--- src/design/cpd_pkg.sv ---
// Shared constants, types and the CRC-8 step function for the deframer.
`default_nettype none
package cpd_pkg;

    localparam int MAX_PAYLOAD = 32;
    localparam int BYTE_W      = 8;
    localparam int LEN_W       = 6;
    localparam int IDX_W       = $clog2(MAX_PAYLOAD);
    localparam int APB_DW      = 32;
    localparam int APB_AW      = 3;

    localparam logic [BYTE_W-1:0] CRC_POLY      = 8'h07;
    localparam logic [BYTE_W-1:0] START_RST     = 8'd170;
    localparam logic [LEN_W-1:0]  MAX_LEN_RST   = 6'd32;
    localparam logic [BYTE_W-1:0] MAX_PAYLOAD_B = BYTE_W'(MAX_PAYLOAD);

    // Register indexes (taken from paddr[2])
    localparam logic REG_START_BYTE = 1'b0;
    localparam logic REG_MAX_LEN    = 1'b1;

    // Commands from the controller to the datapath
    typedef struct packed {
        logic clr;      // back to hunting: clear type, length, count, crc, emit index
        logic ld_type;  // latch type byte, feed crc
        logic ld_len;   // latch length byte, feed crc, zero count
        logic pay;      // store payload byte, feed crc, bump count
        logic emit;     // load next result into the output register
    } t_cmd;

    // Status from the datapath to the controller
    typedef struct packed {
        logic start_hit;  // input byte equals start byte
        logic len_ok;     // input byte is an acceptable length
        logic len_zero;   // input byte is zero
        logic cnt_done;   // this payload byte is the final one
        logic crc_hit;    // input byte equals the running crc
        logic emit_last;  // next result to emit closes the packet
        logic out_free;   // output register can take a result this cycle
    } t_sts;

    // One CRC-8 byte step, MSB first, no reflection
    function automatic logic [BYTE_W-1:0] crc8_feed(input logic [BYTE_W-1:0] crc,
                                                    input logic [BYTE_W-1:0] b);
        logic [BYTE_W-1:0] c;
        c = crc ^ b;
        for (int k = 0; k < BYTE_W; k++) begin
            c = c[BYTE_W-1] ? ({c[BYTE_W-2:0], 1'b0} ^ CRC_POLY) : {c[BYTE_W-2:0], 1'b0};
        end
        return c;
    endfunction

endpackage
`default_nettype wire

--- src/design/cpd_ctrl.sv ---
// Frame parsing controller: one-hot phase machine issuing datapath commands.
`default_nettype none
module cpd_ctrl import cpd_pkg::*; (
    input  wire       i_clk,
    input  wire       i_rst_n,
    input  wire       i_in_valid,
    input  wire t_sts i_sts,
    output logic      o_in_ready,
    output t_cmd      o_cmd
);

    typedef enum logic [5:0] {
        ST_HUNT    = 6'b000001,
        ST_TYPE    = 6'b000010,
        ST_LEN     = 6'b000100,
        ST_PAYLOAD = 6'b001000,
        ST_CRC     = 6'b010000,
        ST_EMIT    = 6'b100000
    } t_state;

    t_state r_state, n_state;
    logic   w_acc;

    // Input is held off only while a packet is being played out
    assign o_in_ready = (r_state != ST_EMIT);
    assign w_acc      = i_in_valid && o_in_ready;

    // Next state and command decode
    always_comb begin
        n_state = r_state;
        o_cmd   = '0;
        unique case (r_state)
            ST_HUNT: begin
                if (w_acc && i_sts.start_hit) begin
                    o_cmd.clr = 1'b1;
                    n_state   = ST_TYPE;
                end
            end
            ST_TYPE: begin
                if (w_acc) begin
                    o_cmd.ld_type = 1'b1;
                    n_state       = ST_LEN;
                end
            end
            ST_LEN: begin
                if (w_acc) begin
                    if (!i_sts.len_ok) begin
                        o_cmd.clr = 1'b1;
                        n_state   = ST_HUNT;
                    end else begin
                        o_cmd.ld_len = 1'b1;
                        n_state      = i_sts.len_zero ? ST_CRC : ST_PAYLOAD;
                    end
                end
            end
            ST_PAYLOAD: begin
                if (w_acc) begin
                    o_cmd.pay = 1'b1;
                    if (i_sts.cnt_done) begin
                        n_state = ST_CRC;
                    end
                end
            end
            ST_CRC: begin
                if (w_acc) begin
                    if (i_sts.crc_hit) begin
                        n_state = ST_EMIT;
                    end else begin
                        o_cmd.clr = 1'b1;
                        n_state   = ST_HUNT;
                    end
                end
            end
            ST_EMIT: begin
                if (i_sts.out_free) begin
                    o_cmd.emit = 1'b1;
                    if (i_sts.emit_last) begin
                        o_cmd.clr = 1'b1;
                        n_state   = ST_HUNT;
                    end
                end
            end
            default: begin
                o_cmd.clr = 1'b1;
                n_state   = ST_HUNT;
            end
        endcase
    end

    always_ff @(posedge i_clk) begin
        if (!i_rst_n) begin
            r_state <= ST_HUNT;
        end else begin
            r_state <= n_state;
        end
    end

endmodule
`default_nettype wire

--- config.mk ---
export PLATFORM = sky130hd
export DESIGN_NAME = cpd_ctrl
export DESIGN_NICKNAME = d
export VERILOG_FILES = /design/src/design/cpd_pkg.sv /design/src/design/cpd_ctrl.sv
export SDC_FILE = /design/constraint.sdc
export NUM_CORES = 1
export LEC_CHECK = 0
export BUFFER_PORTS_ARGS = -buffer_cell sky130_fd_sc_hd__buf_2
export CAP_MARGIN = 25
export CELL_PAD_IN_SITES_DETAIL_PLACEMENT = 1
export CELL_PAD_IN_SITES_GLOBAL_PLACEMENT = 1
export CORE_MARGIN = 2
export CORE_UTILIZATION = 39
export DETAILED_ROUTE_END_ITERATION = 12
export HOLD_SLACK_MARGIN = 0.06
export PLACE_DENSITY = 0.84
export SYNTH_ARGS = -nofsm -noshare
export SYNTH_HDL_FRONTEND = slang
export SYNTH_SLANG_ARGS = --single-unit
--- constraint.sdc ---
create_clock -name i_clk -period 3 [get_ports i_clk]
set_input_delay 0.45 -clock i_clk [delete_from_list [all_inputs] [get_ports i_clk]]
set_output_delay 0.45 -clock i_clk [all_outputs]
set_load 0.1 [all_outputs]
After elaboration in Yosys (flattened, before gate mapping)
Index checks and enable logic that the tools add are counted.

word-level totals
  ROM bits = 0
  output and inout bits = 6
  bits in latches = 0
  logic and storage cells = 48
  input bits = 10
  bits in writable memories = 0
  register bits after elaboration = 6
  memories kept = 0

operators by class
  shifts and indexed selects = 0
  mux-type cells = 28
  $lt $le $gt $ge = 0
  reduce and logical (&&, ||, !) cells = 4
  div/mod/pow operators = 0
  multipliers = 0
  bitwise operators = 0
  eq/ne operators = 15
  add/sub/neg operators = 0

operators with widths
  cell                                                              count
  6-bit two-way mux                                                 9
  6-bit case mux with 6 select lines                                1
  2-bit != test (second input constant)                             8
  1-bit two-way mux                                                 15
  5-bit two-way mux                                                 2
  8-bit AND reduction                                               1
  6-bit by 1-bit == test with 1-bit output (second input constant)  1
  6-bit by 2-bit == test with 1-bit output (second input constant)  1
  6-bit by 3-bit == test with 1-bit output (second input constant)  1
  6-bit by 4-bit == test with 1-bit output (second input constant)  1
  6-bit by 5-bit == test with 1-bit output (second input constant)  1
  6-bit == test (second input constant)                             1
  6-bit != test (second input constant)                             1
  1-bit case mux with 5 select lines                                1
  1-bit logical AND                                                 2
  2-bit OR reduction                                                1

Logic depth before layout (Yosys ltp)
  word-level depth = 5
  depth in mapped cells = 6
  gate-level depth less buffers = 5

Least setup slack after synthesis
Ideal clock, no wire load.

  path type = flip-flop to output port
  from = register r_state[3]
  to = output port o_cmd[4] in the netlist's numbering
  data arrival time = 2.962 ns
  stages on the path, launching flop included = 6
  required time = 2.550 ns
  path buffers = 0
  slack = -0.412 ns
  cell sequence = dfxtp_1 -> or4_4 -> or3b_4 -> o22ai_2 -> o21ai_1 -> a21oi_1

RTL lines
  what                      line            source
  start: declaration        cpd_ctrl.sv:21  t_state r_state, n_state;
  start signal: assignment  cpd_ctrl.sv:94  r_state <= n_state;
  end: declaration          cpd_ctrl.sv:9   output t_cmd o_cmd

==> out/results.tsv <==
stage	metric	value	unit
run_status	status	finished clean	
clocking	cts_resized	0	
min_path	min_from	i_rst_n	
sta	timing.hold.ws	0.448	ns
global_routing	grt_pass1_vias	592	
yosys	avgSynthCellArea	8.74	µm²
placement	dpl-instance-area	647	µm²
power	p_total	0.673	mW
placement	port_buffers	15	
yosys	synthesis.nets	75	
power	leakage	0.276	nW
setup_path	endpoint_kind	primary output	
yosys	synthCells	65	
clocking	clk_latency	0.24	ns
clocking	cts_buffers	3	
setup_path	crit_type	reg -> out	
setup_path	r2r-end	r_state[0]	
layout	top_regs	r_state (6)	
clocking	post_cts_buffers	0	
yosys	yosysTopAreaCell	dfxtp_1	
setup_path	critical-path-top-delay-family	simple AND/OR/NAND/NOR gates	
yosys	yosys_warnings	0	
sta	relSlewSlack	66.8	%
global_routing	grt_overflow	0	
layout	largest_reg_flops	6	
layout	fill_cells	171	
setup_path	startpoint_type	flop	
die	io_pins	16	
yosys	syn_area	568	µm²
global_routing	grt_max_degree	11	
die	rows	13	
route	drt_wl_total	1620	µm
setup_path	rr_startpoint	r_state[4]	
layout	multi_input_area	425	µm²
setup_path	arrival	2.41	ns
layout	regMostFlops	r_state	
flow_run	maxCapViolCount	0	
layout	n_antenna_cell	0	
yosys	synth_top_area_share	21.1	%
min_path	worstHoldPathCells	2	
placement	dpl.hpwl	1330	µm
layout	area_growth	17.8	%
layout	final_area	669	µm²
layout	drive_gt1_share	37.0	%
route	drtIter0Drc	5	
global_routing	antenna_found_initial	0	
sta	period_share	95.3	%
route	routedWlPerCell	16.9	µm
clocking	path_clk_slew	0.05	ns
clocking	clock_path_buffers	2	
setup_path	critPathMaxStageDelay	0.56	ns
clocking	cts.sinks	6	
die	initial_utilization	42.6	%
power	max-vdd-ir-drop	0.000483	V
clocking	htree_levels	1	
sta	skew	0.00144	ns
sta	finalHoldViolations	0	
setup_path	crit_chain	or4_4 -> or3b_4 -> o22ai_2 -> o21ai_1 -> a21oi_2 -> buf_2	
setup_path	path_max_fanout	9	
die	die_area	0.00178	mm²
die	dieWidth	42.2	µm
die	fp.dieH	42.2	µm
die	core-area	0.00133	mm²
setup_path	required	2.55	ns
clocking	ctsRootBufferMaster	clkbuf_4	
setup_path	critPathSlowestCell	or4_4	
yosys	synth.distinct_cells	36	
sta	fin_ws	0.141	ns
yosys	synth.ff_latch_count	6	
setup_path	rrSetupSlack	1.00	ns
power	p_per_area	1000	mW/mm²
yosys	yosys-top-cells-count	a21oi_1 (6), dfxtp_1 (6), nor2_1 (6)	
setup_path	worst-path-buf-inv	1	
global_routing	grt_usage	19.4	%
clocking	cts_tree	built	
placement	pre_cts_ws	0.409	ns
route	firstDrtPassIters	4	
clocking	cts_hold_repair.buffers	0	
sta	slew_viol_final	0	
sta	finalCriticalPeriod	2.86	ns
yosys	async_flop_share	0	%
layout	seq_area	120	µm²
sta	fmax	0.350	GHz
route	drc	0	
sta	setup_violations	0	
yosys	synth_edf_count	0	
yosys	yosys-top-cells-area	dfxtp_1 (21%), a21oi_1 (5.3%), a221oi_4 (4.6%)	
min_path	min_path_type	in -> reg	
placement	gp_congestion	0.795	
yosys	synth_flop_cell	dfxtp_1	
min_path	holdPathEnd	r_state[2]	
route	ant_nets	0	
yosys	synth_seq_area_share	21.1	%
route	vias	611	
layout	nets	93	
global_routing	grt_pass1_wl	2650	µm
setup_path	reg2reg_depth	5	
route	route.detailed.vias_per_inst	6.36	
setup_path	critical_path_depth	6	
sta	grt_setup_unrepaired	false	
sta	tightestPinTransition	0.498	ns
==> per-stage QoR <==
stage	TNS (ns)	cells	utilization, %
6_report	0	96	50.2
5_1_grt	0	96	50.2
4_1_cts	0	96	50.2
3_5_place_dp	0	93	48.5
3_3_place_gp	0	93	48.5
2_1_floorplan	-0.253	65	-
==> cell type report <==
cell class              count  area share [%]
repair buffers             15            11.2
well taps                  15            2.80
clock buffers               3            3.36
inverters                   2            1.12
multi-input cells          55            63.6
flip-flops and latches      6            17.9
==> cell usage in the layout, fill, tap and decap left out, drive strengths merged <==
master,count
o2111ai,1
nand2,5
dfxtp,6
a221o,2
o211ai,1
a21o,2
nand4b,2
and2b,2
and3,3
nand3,2
and2,1
or4,3
o22ai,1
nor2,6
xor2,1
clkbuf,3
a311oi,1
nor3b,2
o21a,2
a21oi,6
nor4,1
buf,15
nand4,1
inv,2
o21ai,4
or3b,1
xnor2,1
o221ai,1
a221oi,1
a211o,1
nor4b,1
==> power breakdown <==
part	leakage (nW)	switching, mW	internal, mW
Sequential	0.0490	0.0578	0.100
Combinational	0.213	0.285	0.155
Clock	0.0138	0.0293	0.0453
Total	0.276	0.372	0.300
==> worst max path at each step <==
stage                           to        from  slack [ns]
after floorplan           o_cmd[2]  r_state[3]       -0.13
after global placement    o_cmd[4]  r_state[3]        0.48
after detailed placement  o_cmd[4]  r_state[3]        0.41
after CTS                 o_cmd[4]  r_state[3]        0.15
after global routing      o_cmd[4]  r_state[3]        0.08
final                     o_cmd[4]  r_state[3]        0.14
==> routing by layer <==
metal  track usage [%]  part of all wire [%]
met2              30.2                    49
met5                 0                     0
met4              7.50                   1.2
met3              3.02                   1.4
met1              26.8                    48
==> cell families (layout without fill, tap and decap cells) <==
group / after synthesis / count (layout) / synth area share [%]
AOI/OAI and AO/OA: 23 / 23 / 33.0
xor gates and xnor gates: 2 / 2 / 3.08
DFF: 6 / 6 / 21.1
and+or+nand+nor: 30 / 30 / 38.1
buffers and inverters: 4 / 20 / 4.62
Power figures use the tool's default switching activity.
