File: src/design/cpd_pkg.sv
// Shared constants, types and the CRC-8 step function for the deframer.
`default_nettype none
package cpd_pkg;

    localparam int MAX_PAYLOAD = 32;
    localparam int BYTE_W      = 8;
    localparam int LEN_W       = 6;
    localparam int IDX_W       = $clog2(MAX_PAYLOAD);
    localparam int APB_DW      = 32;
    localparam int APB_AW      = 3;

    localparam logic [BYTE_W-1:0] CRC_POLY      = 8'h07;
    localparam logic [BYTE_W-1:0] START_RST     = 8'd170;
    localparam logic [LEN_W-1:0]  MAX_LEN_RST   = 6'd32;
    localparam logic [BYTE_W-1:0] MAX_PAYLOAD_B = BYTE_W'(MAX_PAYLOAD);

    // Register indexes (taken from paddr[2])
    localparam logic REG_START_BYTE = 1'b0;
    localparam logic REG_MAX_LEN    = 1'b1;

    // Commands from the controller to the datapath
    typedef struct packed {
        logic clr;      // back to hunting: clear type, length, count, crc, emit index
        logic ld_type;  // latch type byte, feed crc
        logic ld_len;   // latch length byte, feed crc, zero count
        logic pay;      // store payload byte, feed crc, bump count
        logic emit;     // load next result into the output register
    } t_cmd;

    // Status from the datapath to the controller
    typedef struct packed {
        logic start_hit;  // input byte equals start byte
        logic len_ok;     // input byte is an acceptable length
        logic len_zero;   // input byte is zero
        logic cnt_done;   // this payload byte is the final one
        logic crc_hit;    // input byte equals the running crc
        logic emit_last;  // next result to emit closes the packet
        logic out_free;   // output register can take a result this cycle
    } t_sts;

    // One CRC-8 byte step, MSB first, no reflection
    function automatic logic [BYTE_W-1:0] crc8_feed(input logic [BYTE_W-1:0] crc,
                                                    input logic [BYTE_W-1:0] b);
        logic [BYTE_W-1:0] c;
        c = crc ^ b;
        for (int k = 0; k < BYTE_W; k++) begin
            c = c[BYTE_W-1] ? ({c[BYTE_W-2:0], 1'b0} ^ CRC_POLY) : {c[BYTE_W-2:0], 1'b0};
        end
        return c;
    endfunction

endpackage
`default_nettype wire

File: src/design/cpd_datapath.sv
// Deframer datapath: frame fields, running CRC, payload memory, output register.
`default_nettype none
module cpd_datapath import cpd_pkg::*; (
    input  wire               i_clk,
    input  wire               i_rst_n,
    input  wire  t_cmd        i_cmd,
    output t_sts              o_sts,
    input  wire  [BYTE_W-1:0] i_in_byte,
    input  wire  [BYTE_W-1:0] i_start_byte,
    input  wire  [LEN_W-1:0]  i_max_len,
    input  wire               i_out_ready,
    output logic              o_out_valid,
    output logic [BYTE_W-1:0] o_pkt_type,
    output logic [LEN_W-1:0]  o_pkt_len,
    output logic [IDX_W-1:0]  o_payload_index,
    output logic [BYTE_W-1:0] o_payload_byte,
    output logic              o_payload_valid,
    output logic              o_last
);

    logic [BYTE_W-1:0] r_type;
    logic [LEN_W-1:0]  r_len;
    logic [LEN_W-1:0]  r_cnt;
    logic [BYTE_W-1:0] r_crc;
    logic [LEN_W-1:0]  r_eidx;
    logic [BYTE_W-1:0] r_mem [MAX_PAYLOAD];

    logic              r_ov;
    logic [BYTE_W-1:0] r_o_type;
    logic [LEN_W-1:0]  r_o_len;
    logic [IDX_W-1:0]  r_o_idx;
    logic [BYTE_W-1:0] r_o_byte;
    logic              r_o_pv;
    logic              r_o_last;

    logic [BYTE_W-1:0] w_crc_next;
    logic [LEN_W-1:0]  w_cnt_inc;
    logic [LEN_W-1:0]  w_eidx_inc;
    logic              w_feed;

    assign w_crc_next = crc8_feed(r_crc, i_in_byte);
    assign w_cnt_inc  = r_cnt + LEN_W'(1);
    assign w_eidx_inc = r_eidx + LEN_W'(1);
    assign w_feed     = i_cmd.ld_type || i_cmd.ld_len || i_cmd.pay;

    // Status toward the controller
    always_comb begin
        o_sts.start_hit = (i_in_byte == i_start_byte);
        o_sts.len_ok    = (i_in_byte <= {{(BYTE_W-LEN_W){1'b0}}, i_max_len})
                          && (i_in_byte <= MAX_PAYLOAD_B);
        o_sts.len_zero  = (i_in_byte == '0);
        o_sts.cnt_done  = (w_cnt_inc >= r_len);
        o_sts.crc_hit   = (i_in_byte == r_crc);
        o_sts.emit_last = (r_len == '0) || (w_eidx_inc == r_len);
        o_sts.out_free  = !r_ov || i_out_ready;
    end

    // Frame fields, byte count and running crc
    always_ff @(posedge i_clk) begin
        if (!i_rst_n) begin
            r_type <= '0;
            r_len  <= '0;
            r_cnt  <= '0;
            r_crc  <= '0;
            r_eidx <= '0;
        end else if (i_cmd.clr) begin
            r_type <= '0;
            r_len  <= '0;
            r_cnt  <= '0;
            r_crc  <= '0;
            r_eidx <= '0;
        end else begin
            if (w_feed) begin
                r_crc <= w_crc_next;
            end
            if (i_cmd.ld_type) begin
                r_type <= i_in_byte;
            end
            if (i_cmd.ld_len) begin
                r_len <= i_in_byte[LEN_W-1:0];
                r_cnt <= '0;
            end
            if (i_cmd.pay) begin
                r_cnt <= w_cnt_inc;
            end
            if (i_cmd.emit) begin
                r_eidx <= w_eidx_inc;
            end
        end
    end

    // Payload memory: one write port, registered read into the output slot
    always_ff @(posedge i_clk) begin
        if (i_cmd.pay) begin
            r_mem[r_cnt[IDX_W-1:0]] <= i_in_byte;
        end
        if (i_cmd.emit) begin
            r_o_byte <= r_mem[r_eidx[IDX_W-1:0]];
        end
    end

    // Output register payload
    always_ff @(posedge i_clk) begin
        if (i_cmd.emit) begin
            r_o_type <= r_type;
            r_o_len  <= r_len;
            r_o_idx  <= r_eidx[IDX_W-1:0];
            r_o_pv   <= (r_len != '0);
            r_o_last <= o_sts.emit_last;
        end
    end

    // Output valid: set on load, cleared when taken
    always_ff @(posedge i_clk) begin
        if (!i_rst_n) begin
            r_ov <= 1'b0;
        end else if (i_cmd.emit) begin
            r_ov <= 1'b1;
        end else if (i_out_ready) begin
            r_ov <= 1'b0;
        end
    end

    assign o_out_valid     = r_ov;
    assign o_pkt_type      = r_o_type;
    assign o_pkt_len       = r_o_len;
    assign o_payload_index = r_o_idx;
    assign o_payload_byte  = r_o_pv ? r_o_byte : '0;
    assign o_payload_valid = r_o_pv;
    assign o_last          = r_o_last;

endmodule
`default_nettype wire

File: config.mk
export PLATFORM = sky130hd
export DESIGN_NAME = cpd_datapath
export DESIGN_NICKNAME = d
export VERILOG_FILES = /design/src/design/cpd_pkg.sv /design/src/design/cpd_datapath.sv
export SDC_FILE = /design/constraint.sdc
export NUM_CORES = 1
export LEC_CHECK = 0
export BUFFER_PORTS_ARGS = -buffer_cell sky130_fd_sc_hd__buf_2
export CAP_MARGIN = 15
export CORE_MARGIN = 2
export CORE_UTILIZATION = 61
export DETAILED_ROUTE_END_ITERATION = 8
export GPL_TIMING_DRIVEN = 0
export PLACE_DENSITY_LB_ADDON = 0.12
export REMOVE_ABC_BUFFERS = 1
export SLEW_MARGIN = 30
export SYNTH_ARGS = -nofsm -noshare
export SYNTH_HDL_FRONTEND = slang
export SYNTH_SLANG_ARGS = --single-unit
export TNS_END_PERCENT = 20
File: constraint.sdc
create_clock -name i_clk -period 3 [get_ports i_clk]
set_clock_uncertainty 0.15 [all_clocks]
set_input_delay 0.3 -clock i_clk [delete_from_list [all_inputs] [get_ports i_clk]]
set_output_delay 0.3 -clock i_clk [all_outputs]
set_load 0.1 [all_outputs]
Word level (Yosys, flattened, before mapping). Memory sizes are Yosys's and may differ from the RTL's. A register that Yosys moved wholly into a read port is not among the register bits. Index checks and enable logic that the tools add are counted.

Bits in registers: 56. RAM bits: 256. Input bits: 30. Output and inout bits: 37. Word-level logic and storage cells: 57. Memories kept: 1.

Memories: r_mem (depth 32, width 8, rd ports 1, clocked after memory_dff 1, wr ports 1, RTL line cpd_datapath.sv:26) `logic [BYTE_W-1:0] r_mem [MAX_PAYLOAD];`.

Add/sub/neg operators: 2. Magnitude comparators: 3. Equality and inequality tests: 3. Multiplexer cells: 15. Bitwise operators: 10. Reductions and logical operators: 12.

Operators with widths (number): 3-bit 2-to-1 mux (8); 3-bit NOT (8); 8-bit == test (2); 6-bit by 1-bit adder with 6-bit output, second input constant (2); 6-bit 2-to-1 mux (2); 8-bit by 6-bit less-or-equal comparator with 1-bit output (1); 8-bit by 6-bit less-or-equal comparator with 1-bit output, second input constant (1); 8-bit zero test (1); 8-bit 2-to-1 mux (1); 8-bit bitwise XOR (1); 6-bit == test (1); 6-bit >= comparator (1); 6-bit zero test (1); 6-bit nonzero test (1); 1-bit logical OR (4); 1-bit 2-to-1 mux (4); 2-bit nonzero test (2); 2-bit OR reduction (1); 1-bit logical AND (1); 1-bit zero test (1); 1-bit NOT (1).

Depth between registers and ports, before layout. Gate-level depths: netlist of the first run.

Depth in word-level cells: 17. Depth in mapped cells: 8. Mapped depth without buffers: 7.

Least setup slack after synthesis of the first run. OpenSTA, ideal clock, no wires.

Path kind: input to output. From: input i_max_len[1]. To: output o_sts[5] in the netlist's numbering. Arrival time: 5779 ps. Data required time: 2550 ps. Path slack: -3229 ps. Cell stages on the path: 7. Buffers on the path: 0. Path through: inv_1 ha_1 nor2b_1 o21a_1 o21ai_0 a21oi_1 a2111oi_0.

RTL lines: start: declaration (RTL line cpd_datapath.sv:10) `input wire [LEN_W-1:0] i_max_len,`; end: declaration (RTL line cpd_datapath.sv:7) `output t_sts o_sts,`.

==> results of run 1 <==
[tightest hold or removal path, delay by kind of cell]
family,cells,cell delay (ps)
AOI/OAI and AO/OA,1,160
buffers and inverters,1,210
and+or+nand+nor,1,40
[state kept, by name, indices dropped and copies added, names as in the netlist, 5 cells and up]
register,flops
r_o_byte,8
r_len,6
r_type,8
o_payload_index,5
r_mem,256
r_crc,8
o_pkt_type,8
o_pkt_len,6
r_eidx,6
r_cnt,6
[per-layer routing]
metal | track usage (%) | vias up
met3 | 3.152 | 40
li1 | - | 2932
met4 | 6.415 | 0
met2 | 41.42 | 296
met5 | 0 | -
met1 | 36.48 | 3488
[cell families after synthesis]
logic type | count (synthesis)
DFF | 320
and+or+nand+nor | 136
muxes | 104
buffers and inverters | 54
xor gates and xnor gates | 44
AOI/OAI and AO/OA | 33
adders and majority gates | 20
[synth_stat cells, drive strengths merged, types with 2 or more instances]
master  count
nor2b       3
nand3       5
mux2i      16
nor4        3
xnor2      23
inv        16
ha         20
nand3b      3
nand2      22
mux2        8
a21oi      15
nand2b      7
and3        3
clkbuf     26
or3         4
o21a        2
edfxtp    285
nor2       54
dfxtp      35
a21o        2
o21ai       9
and2        8
xnor3       2
mux4       80
nand4       5
nor3b       4
buf        12
xor2       19
nor3       15
[placed cells by master, fill, tap and decap left out, types with 4 or more instances in the layout]
master / instances
dfxtp_1: 26
mux2i_1: 16
edfxtp_1: 285
nand2b_1: 6
ha_1: 20
clkinv_2: 8
xnor2_1: 23
or3_1: 4
xor2_1: 19
clkbuf_4: 5
clkinv_1: 6
nor3_1: 4
mux4_2: 80
mux2_2: 8
o21ai_0: 8
clkbuf_16: 31
nand3_1: 5
bufinv_16: 7
a21oi_1: 15
and2_1: 8
nor2_1: 54
nand4_1: 5
dfxtp_2: 6
nand2_1: 22
inv_1: 16
nor3b_1: 4
buf_2: 58
nor3_2: 11
[final timing paths]
check | startpoint | endpoint | slack [ps] | cells past startpoint
min | i_cmd[1] | r_cnt[5] | 50 | 3
max | r_cnt[0] | o_sts[3] | 100 | 8
max reg2reg | r_eidx[0] | r_o_byte[5] | 110 | 5
min reg2reg | r_type[1] | o_pkt_type[1] | 280 | 0
[power groups by stage]
stage / logic (W) / registers [W] / clock network, W
2_1_floorplan: 0.000484 / 0.00518 / 0
3_3_place_gp: 0.000786 / 0.00508 / 0
3_5_place_dp: 0.000832 / 0.00506 / 0
4_1_cts: 0.000861 / 0.00496 / 0.00417
5_1_grt: 0.000927 / 0.00496 / 0.00435
6_report: 0.000860 / 0.00496 / 0.00413
[per-stage QoR]
step / utilization (%) / hold WS, ps
6_report: 70.82 / 47.88
5_1_grt: 70.82 / 53.78
4_1_cts: 70.72 / 35.30
3_5_place_dp: 65.19 / 265.1
3_3_place_gp: 64.42 / 263.9
2_1_floorplan: - / 248.9
[area by class of cell]
class | count | area, sq um | area share (%)
Sequential cell | 320 | 9278 | 62.32
Inverter | 16 | 60.06 | 0.4034
Clock inverter | 26 | 312.8 | 2.101
Clock buffer | 32 | 779.5 | 5.236
Tap cell | 275 | 344.1 | 2.311
Timing Repair Buffer | 75 | 503.0 | 3.379
Multi-Input combinational cell | 337 | 3610 | 24.25
[timing repair]
item / in CTS / in global routing
setup endpoints to repair: 10 / 3
resized for setup: 10 / 8
endpoints found under the hold margin: 1 / 0
pin swaps: 0 / 1
hold buffers: 2 / 0
setup buffers: 2 / 0
==> out/metrics.cfg, run 1 <==
[die]
core.rowCount = 53
start_util_pct = 62.05
die-area_sq_mm = 0.02257
core_sq_mm = 0.02102
die_h_um = 150.2
ios = 67
die_x_um = 150.2

[synth]
synth_mux_area_share_pct = 15.73
synth-compound-area-share_pct = 1.448
synth_top_family_by_area = multiplexers
syn_inst = 711
synth_edf_count = 285
avgSynthCellArea_sq_um = 18.35
ys_seq_area_share_pct = 70.98
ys_warn_count = 0
ys_types = 36
syn_area_sq_mm = 0.01304
synth_top_area_share_pct = 65.61
synth-simple-area-share_pct = 4.940
synth_area_leaders = edfxtp_1 (66%), mux4_2 (14%), dfxtp_1 (5.4%), ha_1 (1.9%), nor2_1 (1.6%)
synthArstFlopShare_pct = 0
synth-adder-area-share_pct = 1.918
ys.flop_type = edfxtp_1
synth_xor_area_share_pct = 3.165
synth_top_cell_by_area = edfxtp_1
yosys_register_bits = 320

[outcome]
status = completed

[detailed_routing]
met2WireLength_mm = 13.49
wirelength_met1_mm = 11.13
drcViolationCount = 0
first_pass_iters = 4
dr_wl_met3_mm = 1.724
wl_mm = 26.87
num_vias = 6756
vias_per_cell = 6.250
routed.top_layer = met4
ant_nets = 0
avgRoutedWirePerCell_um = 24.85
drtIter0Drc = 619

[timing]
finalHoldViolCount = 0
fmax_mhz = 345.1
fin_tns_setup_ps = 0
setup_ws_ps = 102.4
slew_viol_final = 0
slew_headroom_pct = 35.44
setup_violations = 0
rsz0062_at_grt = yes
finalCritPeriodShare_pct = 96.59
period_minus_slack_ps = 2898
worstMarginPinSlew_ps = 964.8

[grt]
grt_start_max_net_pins = 40
antenna_found_initial = 0
grt_pass1_vias = 6987
grt_usage_pct = 25.11
grt_pass1_wl_mm = 41.48
overflow = 0

[cts]
clk_path_buf_depth = 3
insertion_delay_ps = 550
cts_tree = yes
clock-sinks = 320
clkTransAtPathRegs_ps = 60
cts_root_buf = clkbuf_16
cts_made_buffers = 31
cts_htree_levels = 1

[power_and_ir_drop]
cellLeakagePower_nw = 4.983
pwr-share-seq_pct = 49.8
p_int_w = 0.007704
pwr-share-clk_pct = 41.5
finalPower_w = 0.009946
p_sw_w = 0.002241
ir_drop_v = 0.0005647
swShare_pct = 22.54
power_density_mw_per_mm2 = 668.1
p_comb_share_pct = 8.6

[placed_design]
dp_hpwl_mm = 15.63
io_buffers = 66
place_congestion = 0.7736
pre_cts_ws_ps = -152.0
place_inst = 1019
dpl_cell_area_sq_mm = 0.01370

[flow_run]
cap_violations = 0

[final_layout]
drive_gt1_share_pct = 29.16
antenna_cells = 0
final_area_sq_mm = 0.01489
area_growth_pct = 14.13
fillers = 1282
final_cells = 1081
nNetsFinal = 831

[worst_setup_path]
path_cells = inv_1 -> ha_1 -> ha_1 -> a21o_1 -> a21o_1 -> a21oi_1 -> o21ai_0 -> buf_6
critPathBufInv = 2
critPathKind = reg -> out
cp.required_ps = 2550
cp_top_family = adder cells
crit_slowest_cell = dfxtp_2
path_max_fanout = 5
cp.arrival_ps = 2450
slowest_delay_ps = 380
worstSetupStartpointType = flop
end_kind = primary output

[worst_hold_path]
min-delay-path-class = in -> reg

Note: power is estimated with default switching activity, not from simulation.
==> run 2: changes to the inputs <==
Settings changed: CORE_UTILIZATION 61 to 55.
Clock period 3 ns to 2.5 ns, I/O delays scaled along.
==> run 2 against run 1 <==
Effect of this change: the flow now finishes with violations (negative hold slack, negative setup slack); combinational power is 36% higher; total power is 17% higher; clock-buffer cell count up 13; cell count rose by 7.1%; die area up 11%.
==> out/metrics.cfg, run 2 (same netlist as run 1, synthesis figures left out) <==
[outcome]
status = finished, violations left
failed_checks = negative hold slack, negative setup slack

[detailed_routing]
num_vias = 6842
vias_per_cell = 5.908
drtIter0Drc = 573
wl_mm = 28.26
ant_nets = 0
drcViolationCount = 0
first_pass_iters = 5
avgRoutedWirePerCell_um = 24.40

[worst_setup_path]
cp_top_family = multiplexers
end_kind = flop
reg2reg_from = r_eidx[0]
crit_slowest_cell = mux4_2
path_max_fanout = 8
r2r_cells = 6
rrSetupSlack_ps = -80
reg2reg_to = r_o_byte[6]
crit_start = r_eidx[0]
cp.required_ps = 2660
crit_end = r_o_byte[6]
path_cells = buf_12 -> buf_12 -> buf_16 -> mux4_2 -> mux4_2 -> mux2_4
worstSetupStartpointType = flop
critPathKind = reg -> reg
slowest_delay_ps = 560
cp_num_cells = 6
critPathBufInv = 3
cp.arrival_ps = 2740

[final_layout]
largest_reg_flops = 256
area_growth_pct = 19.67
layout_commonest_cell = edfxtp_1
drive_gt1_share_pct = 32.78
final_cell_mix = edfxtp_1 (285), mux4_2 (80), buf_2 (56)
nNetsFinal = 869
final_core_util_pct = 66.70
antenna_cells = 0
fillers = 1586

[die]
die_h_um = 158
die-area_sq_mm = 0.02496
core.rowCount = 56
core_sq_mm = 0.02340
ios = 67
start_util_pct = 55.74
die_x_um = 158

[placed_design]
place_congestion = 0.7876
io_buffers = 66
dp_hpwl_mm = 15.81
pre_cts_ws_ps = -613.1

[flow_run]
cap_violations = 0

[timing]
rsz0062_at_grt = yes
setup_ws_ps = -81.77
slew_viol_final = 0
finalCritPeriodShare_pct = 103.3
fin_tns_setup_ps = -474.8
period_minus_slack_ps = 2582
finalHoldViolCount = 4
slew_headroom_pct = 38.81
fmax_mhz = 387.3
holdWs_ps = -1.708
setup_violations = 10
worstMarginPinSlew_ps = 914.5

[cts]
cts_root_buf = clkbuf_16
clock-sinks = 320
insertion_delay_ps = 560
cts_made_buffers = 31
cts_tree = yes
clkTransAtPathRegs_ps = 60
cts_htree_levels = 1
clk_path_buf_depth = 3

[power_and_ir_drop]
ir_drop_v = 0.0005239
cellLeakagePower_nw = 5.283
finalPower_w = 0.01168
power_density_mw_per_mm2 = 748.2

[grt]
grt_start_max_net_pins = 40
grt_pass1_vias = 6893
grt_pass1_wl_mm = 41.67
antenna_found_initial = 0
grt_usage_pct = 23.11
overflow = 0

[worst_hold_path]
min-delay-path-class = in -> reg

## run 2: cell types whose count changed in the layout (fill, tap and decap cells not counted), sizes merged
cell / change
buf: +35
bufinv: -5
clkbuf: +9
clkinv: -9
clkinvlp: -3
dlygate4sd3: +7
inv: -1
## run 2: power breakdown
| part | total, W | internal, W | switching (W) |
|---|---|---|---|
| clock | 0.00458 | 0.00271 | 0.00187 |
| combinational | 0.00117 | 0.000456 | 0.000710 |
| sequential | 0.00594 | 0.00589 | 0.0000456 |
## run 2: area by class of cell
class                           instances  area (sq um)  area share (%)
Multi-Input combinational cell        337          3739           23.95
Tap cell                              319         399.1           2.557
Clock buffer                           45         910.9           5.835
Inverter                               16         65.06          0.4168
Clock inverter                          8         92.59          0.5931
Timing Repair Buffer                  113          1107           7.094
Sequential cell                       320          9296           59.55
## run 2: worst min path at each step
| stage | startpoint | to | slack, ps | cells past startpoint |
|---|---|---|---|---|
| 3_5_place_dp | r_type[2] | o_pkt_type[2] | 270 | 0 |
| 3_3_place_gp | r_type[2] | o_pkt_type[2] | 270 | 0 |
| 2_1_floorplan | i_in_byte[0] | r_mem[0][0] | 200 | 0 |
| 5_1_grt | i_in_byte[5] | r_mem[24][5] | 0.6 | 2 |
| 6_report | i_in_byte[3] | r_mem[25][3] | -2 | 2 |
| 4_1_cts | i_in_byte[5] | r_mem[3][5] | 3 | 1 |
## run 2: worst reg2reg max path, cell delays in order, from the launching register on
cell	delay [ps]
dfxtp_4	390
buf_12	120
buf_12	130
buf_16	140
mux4_2	570
mux4_2	550
mux2_4	290
## run 2: through the flow
step                instance area, sq um  hold WS, ps  instances
global placement                   13600        265.5       1058
finish                             15610       -1.708       1158
CTS                                15490        2.833       1154
floorplan                          12870        198.9        673
global route                       15610       0.6473       1158
detailed placement                 13770        265.8       1063
## run 2: routing by layer
layer  part of all wire, %  GRT usage (%)  vias to the layer above
li1                      -              -                     3007
met1                    41          31.25                     3531
met2                    50          38.80                      265
met3                   6.5          4.407                       39
met4                   1.9          6.735                        0
met5                     0              0                        -
## run 2: timing repair
| action | CTS | global route |
|---|---|---|
| hold endpoints to repair | 144 | 66 |
| endpoints found under the setup margin | 43 | 12 |
| cloned | 6 | 0 |
| buffers inserted | 20 | 1 |
| gates resized for setup | 63 | 14 |
| hold buffers | 12 | 3 |
| pin swaps | 9 | 2 |
==> run 3: changes to the inputs <==
Settings changed: HOLD_SLACK_MARGIN from default to 0.06.
==> run 3 against run 2 <==
Effect of this change: the run ends with negative setup slack left; setup slack about the same; die area unchanged; core utilization increased by 0.096 points; cell count increased by 0.26%; largest cell class unchanged; wire length decreased by 0.38%; first-iteration DRC count increased by 3.8%; critical path depth unchanged; sequential cell count unchanged; total power about the same; highest routed layer unchanged; critical path type unchanged; non-clock buffer count increased by 3.
==> out/metrics.cfg, run 3 (same netlist as run 1, synthesis figures left out) <==
[placed_design]
io_buffers = 66
dp_hpwl_mm = 15.81
place_congestion = 0.7876
place_inst = 1063

[timing]
finalCritPeriodShare_pct = 103.3
holdWs_ps = 152.8
setup_violations = 10
rsz0062_at_grt = yes
fmax_mhz = 387.3
slew_viol_final = 0
finalHoldViolCount = 0
slew_headroom_pct = 40.78
period_minus_slack_ps = 2582
setup_ws_ps = -81.70
worstMarginPinSlew_ps = 885.1

[detailed_routing]
vias_per_cell = 5.903
first_pass_iters = 6
wl_mm = 28.15
ant_nets = 0
drtIter0Drc = 595
avgRoutedWirePerCell_um = 24.25
drcViolationCount = 0
num_vias = 6853

[power_and_ir_drop]
pwr-share-seq_pct = 50.8
pwr-share-clk_pct = 39.2
p_sw_w = 0.002623
cellLeakagePower_nw = 5.293
ir_drop_v = 0.0005255
p_int_w = 0.009058
power_density_mw_per_mm2 = 747.2
p_comb_share_pct = 10.0
swShare_pct = 22.46

[final_layout]
final_cell_mix = edfxtp_1 (285), mux4_2 (80), buf_2 (56)
layout_commonest_cell = edfxtp_1
area_growth_pct = 19.85
antenna_cells = 0
multi_input_area_sq_mm = 0.003739
nNetsFinal = 872
largest_reg_flops = 256
regArea_sq_mm = 0.009296
drive_gt1_share_pct = 32.66
fillers = 1572
final_cells = 1161

[worst_setup_path]
path_cells = buf_12 -> buf_12 -> buf_16 -> mux4_2 -> mux4_2 -> mux2_4
r2r_cells = 6
critPathKind = reg -> reg
reg2reg_to = r_o_byte[6]
end_kind = flop
worstSetupStartpointType = flop
reg2reg_from = r_eidx[0]
cp.arrival_ps = 2740
crit_slowest_cell = mux4_2
slowest_delay_ps = 560
path_max_fanout = 8
rrSetupSlack_ps = -80
cp.required_ps = 2660

[die]
die_h_um = 158
die_x_um = 158
core_sq_mm = 0.02340
ios = 67
core.rowCount = 56
start_util_pct = 55.74
die-area_sq_mm = 0.02496

[flow_run]
cap_violations = 0

[cts]
cts_htree_levels = 1
insertion_delay_ps = 560
clk_path_buf_depth = 3
clkTransAtPathRegs_ps = 60
cts_made_buffers = 31
cts_tree = yes
clock-sinks = 320
cts_root_buf = clkbuf_16

[grt]
grt_pass1_wl_mm = 41.80
grt_pass1_vias = 6899
antenna_found_initial = 0
overflow = 0
grt_usage_pct = 23.22
grt_start_max_net_pins = 39

[worst_hold_path]
min-delay-path-class = in -> reg
whs_endpoint = r_crc[2]
min-delay-start = i_in_byte[2]
min_path_cells = 5

[outcome]
status = finished, violations left
failed_checks = negative setup slack

run 3: cell count changes in the layout (fill, tap and decap cells not counted), sizes merged:
cell and delta:
dlygate4sd3 +3
run 3: routing by layer:
layer	global-route usage, %	vias up	wire, um
met1	31.07	3527	11380
met2	39.19	271	14200
met3	4.435	42	1962
met4	6.993	0	605
li1	-	3013	-
met5	0	-	0
run 3: through the flow:
step	worst slack [ps]	TNS (ps)	total power, W	utilization, %	cell area (sq um)
2_1_floorplan	-4128	-39990	0.006793	-	12870
5_1_grt	-150.4	-1111	0.01204	66.80	15630
3_3_place_gp	-3727	-57200	0.007042	58.10	13600
6_report	-81.70	-477.4	0.01168	66.80	15630
3_5_place_dp	-613.1	-4093	0.007070	58.86	13770
4_1_cts	-89.33	-629.5	0.01174	66.52	15570
run 3: layout make-up:
| cell class | instances | area share [%] |
|---|---|---|
| Sequential cell | 320 | 59.47 |
| Multi-Input combinational cell | 337 | 23.92 |
| Timing Repair Buffer | 116 | 7.227 |
| Clock buffer | 45 | 5.827 |
| Tap cell | 319 | 2.553 |
| Clock inverter | 8 | 0.5923 |
| Inverter | 16 | 0.4162 |
run 3: worst max path at each step:
| stage | depth (start not counted) | end | from |
|---|---|---|---|
| final | 6 | r_o_byte[6] | r_eidx[0] |
| after global routing | 7 | o_sts[3] | r_cnt[0] |
| after CTS | 8 | o_sts[3] | r_cnt[0] |
| after detailed placement | 8 | o_sts[5] | i_in_byte[1] |
| after global placement | 7 | o_sts[1] | r_eidx[0] |
| after floorplan | 6 | o_last | r_eidx[0] |
run 3: repair_timing:
item,4_1_cts,5_1_grt
pin swaps,9,2
gates cloned,6,0
buffers inserted,20,1
endpoints found under the setup margin,43,11
hold buffers,18,0
gates resized for setup,63,12
hold endpoints to repair,214,0
run 3: power by group through the flow:
stage	Sequential (W)	Clock (W)	Combinational (W)
after floorplan	0.00621	0	0.000581
after global placement	0.00609	0	0.000949
after detailed placement	0.00606	0	0.00101
after CTS	0.00593	0.00464	0.00116
after global routing	0.00594	0.00485	0.00125
final	0.00593	0.00458	0.00117
run 3: critical path: cells and delay by family, from the launching register on:
kind	cells	cell delay [ps]
muxes	3	1390
buffers and inverters	3	390
DFF	1	390
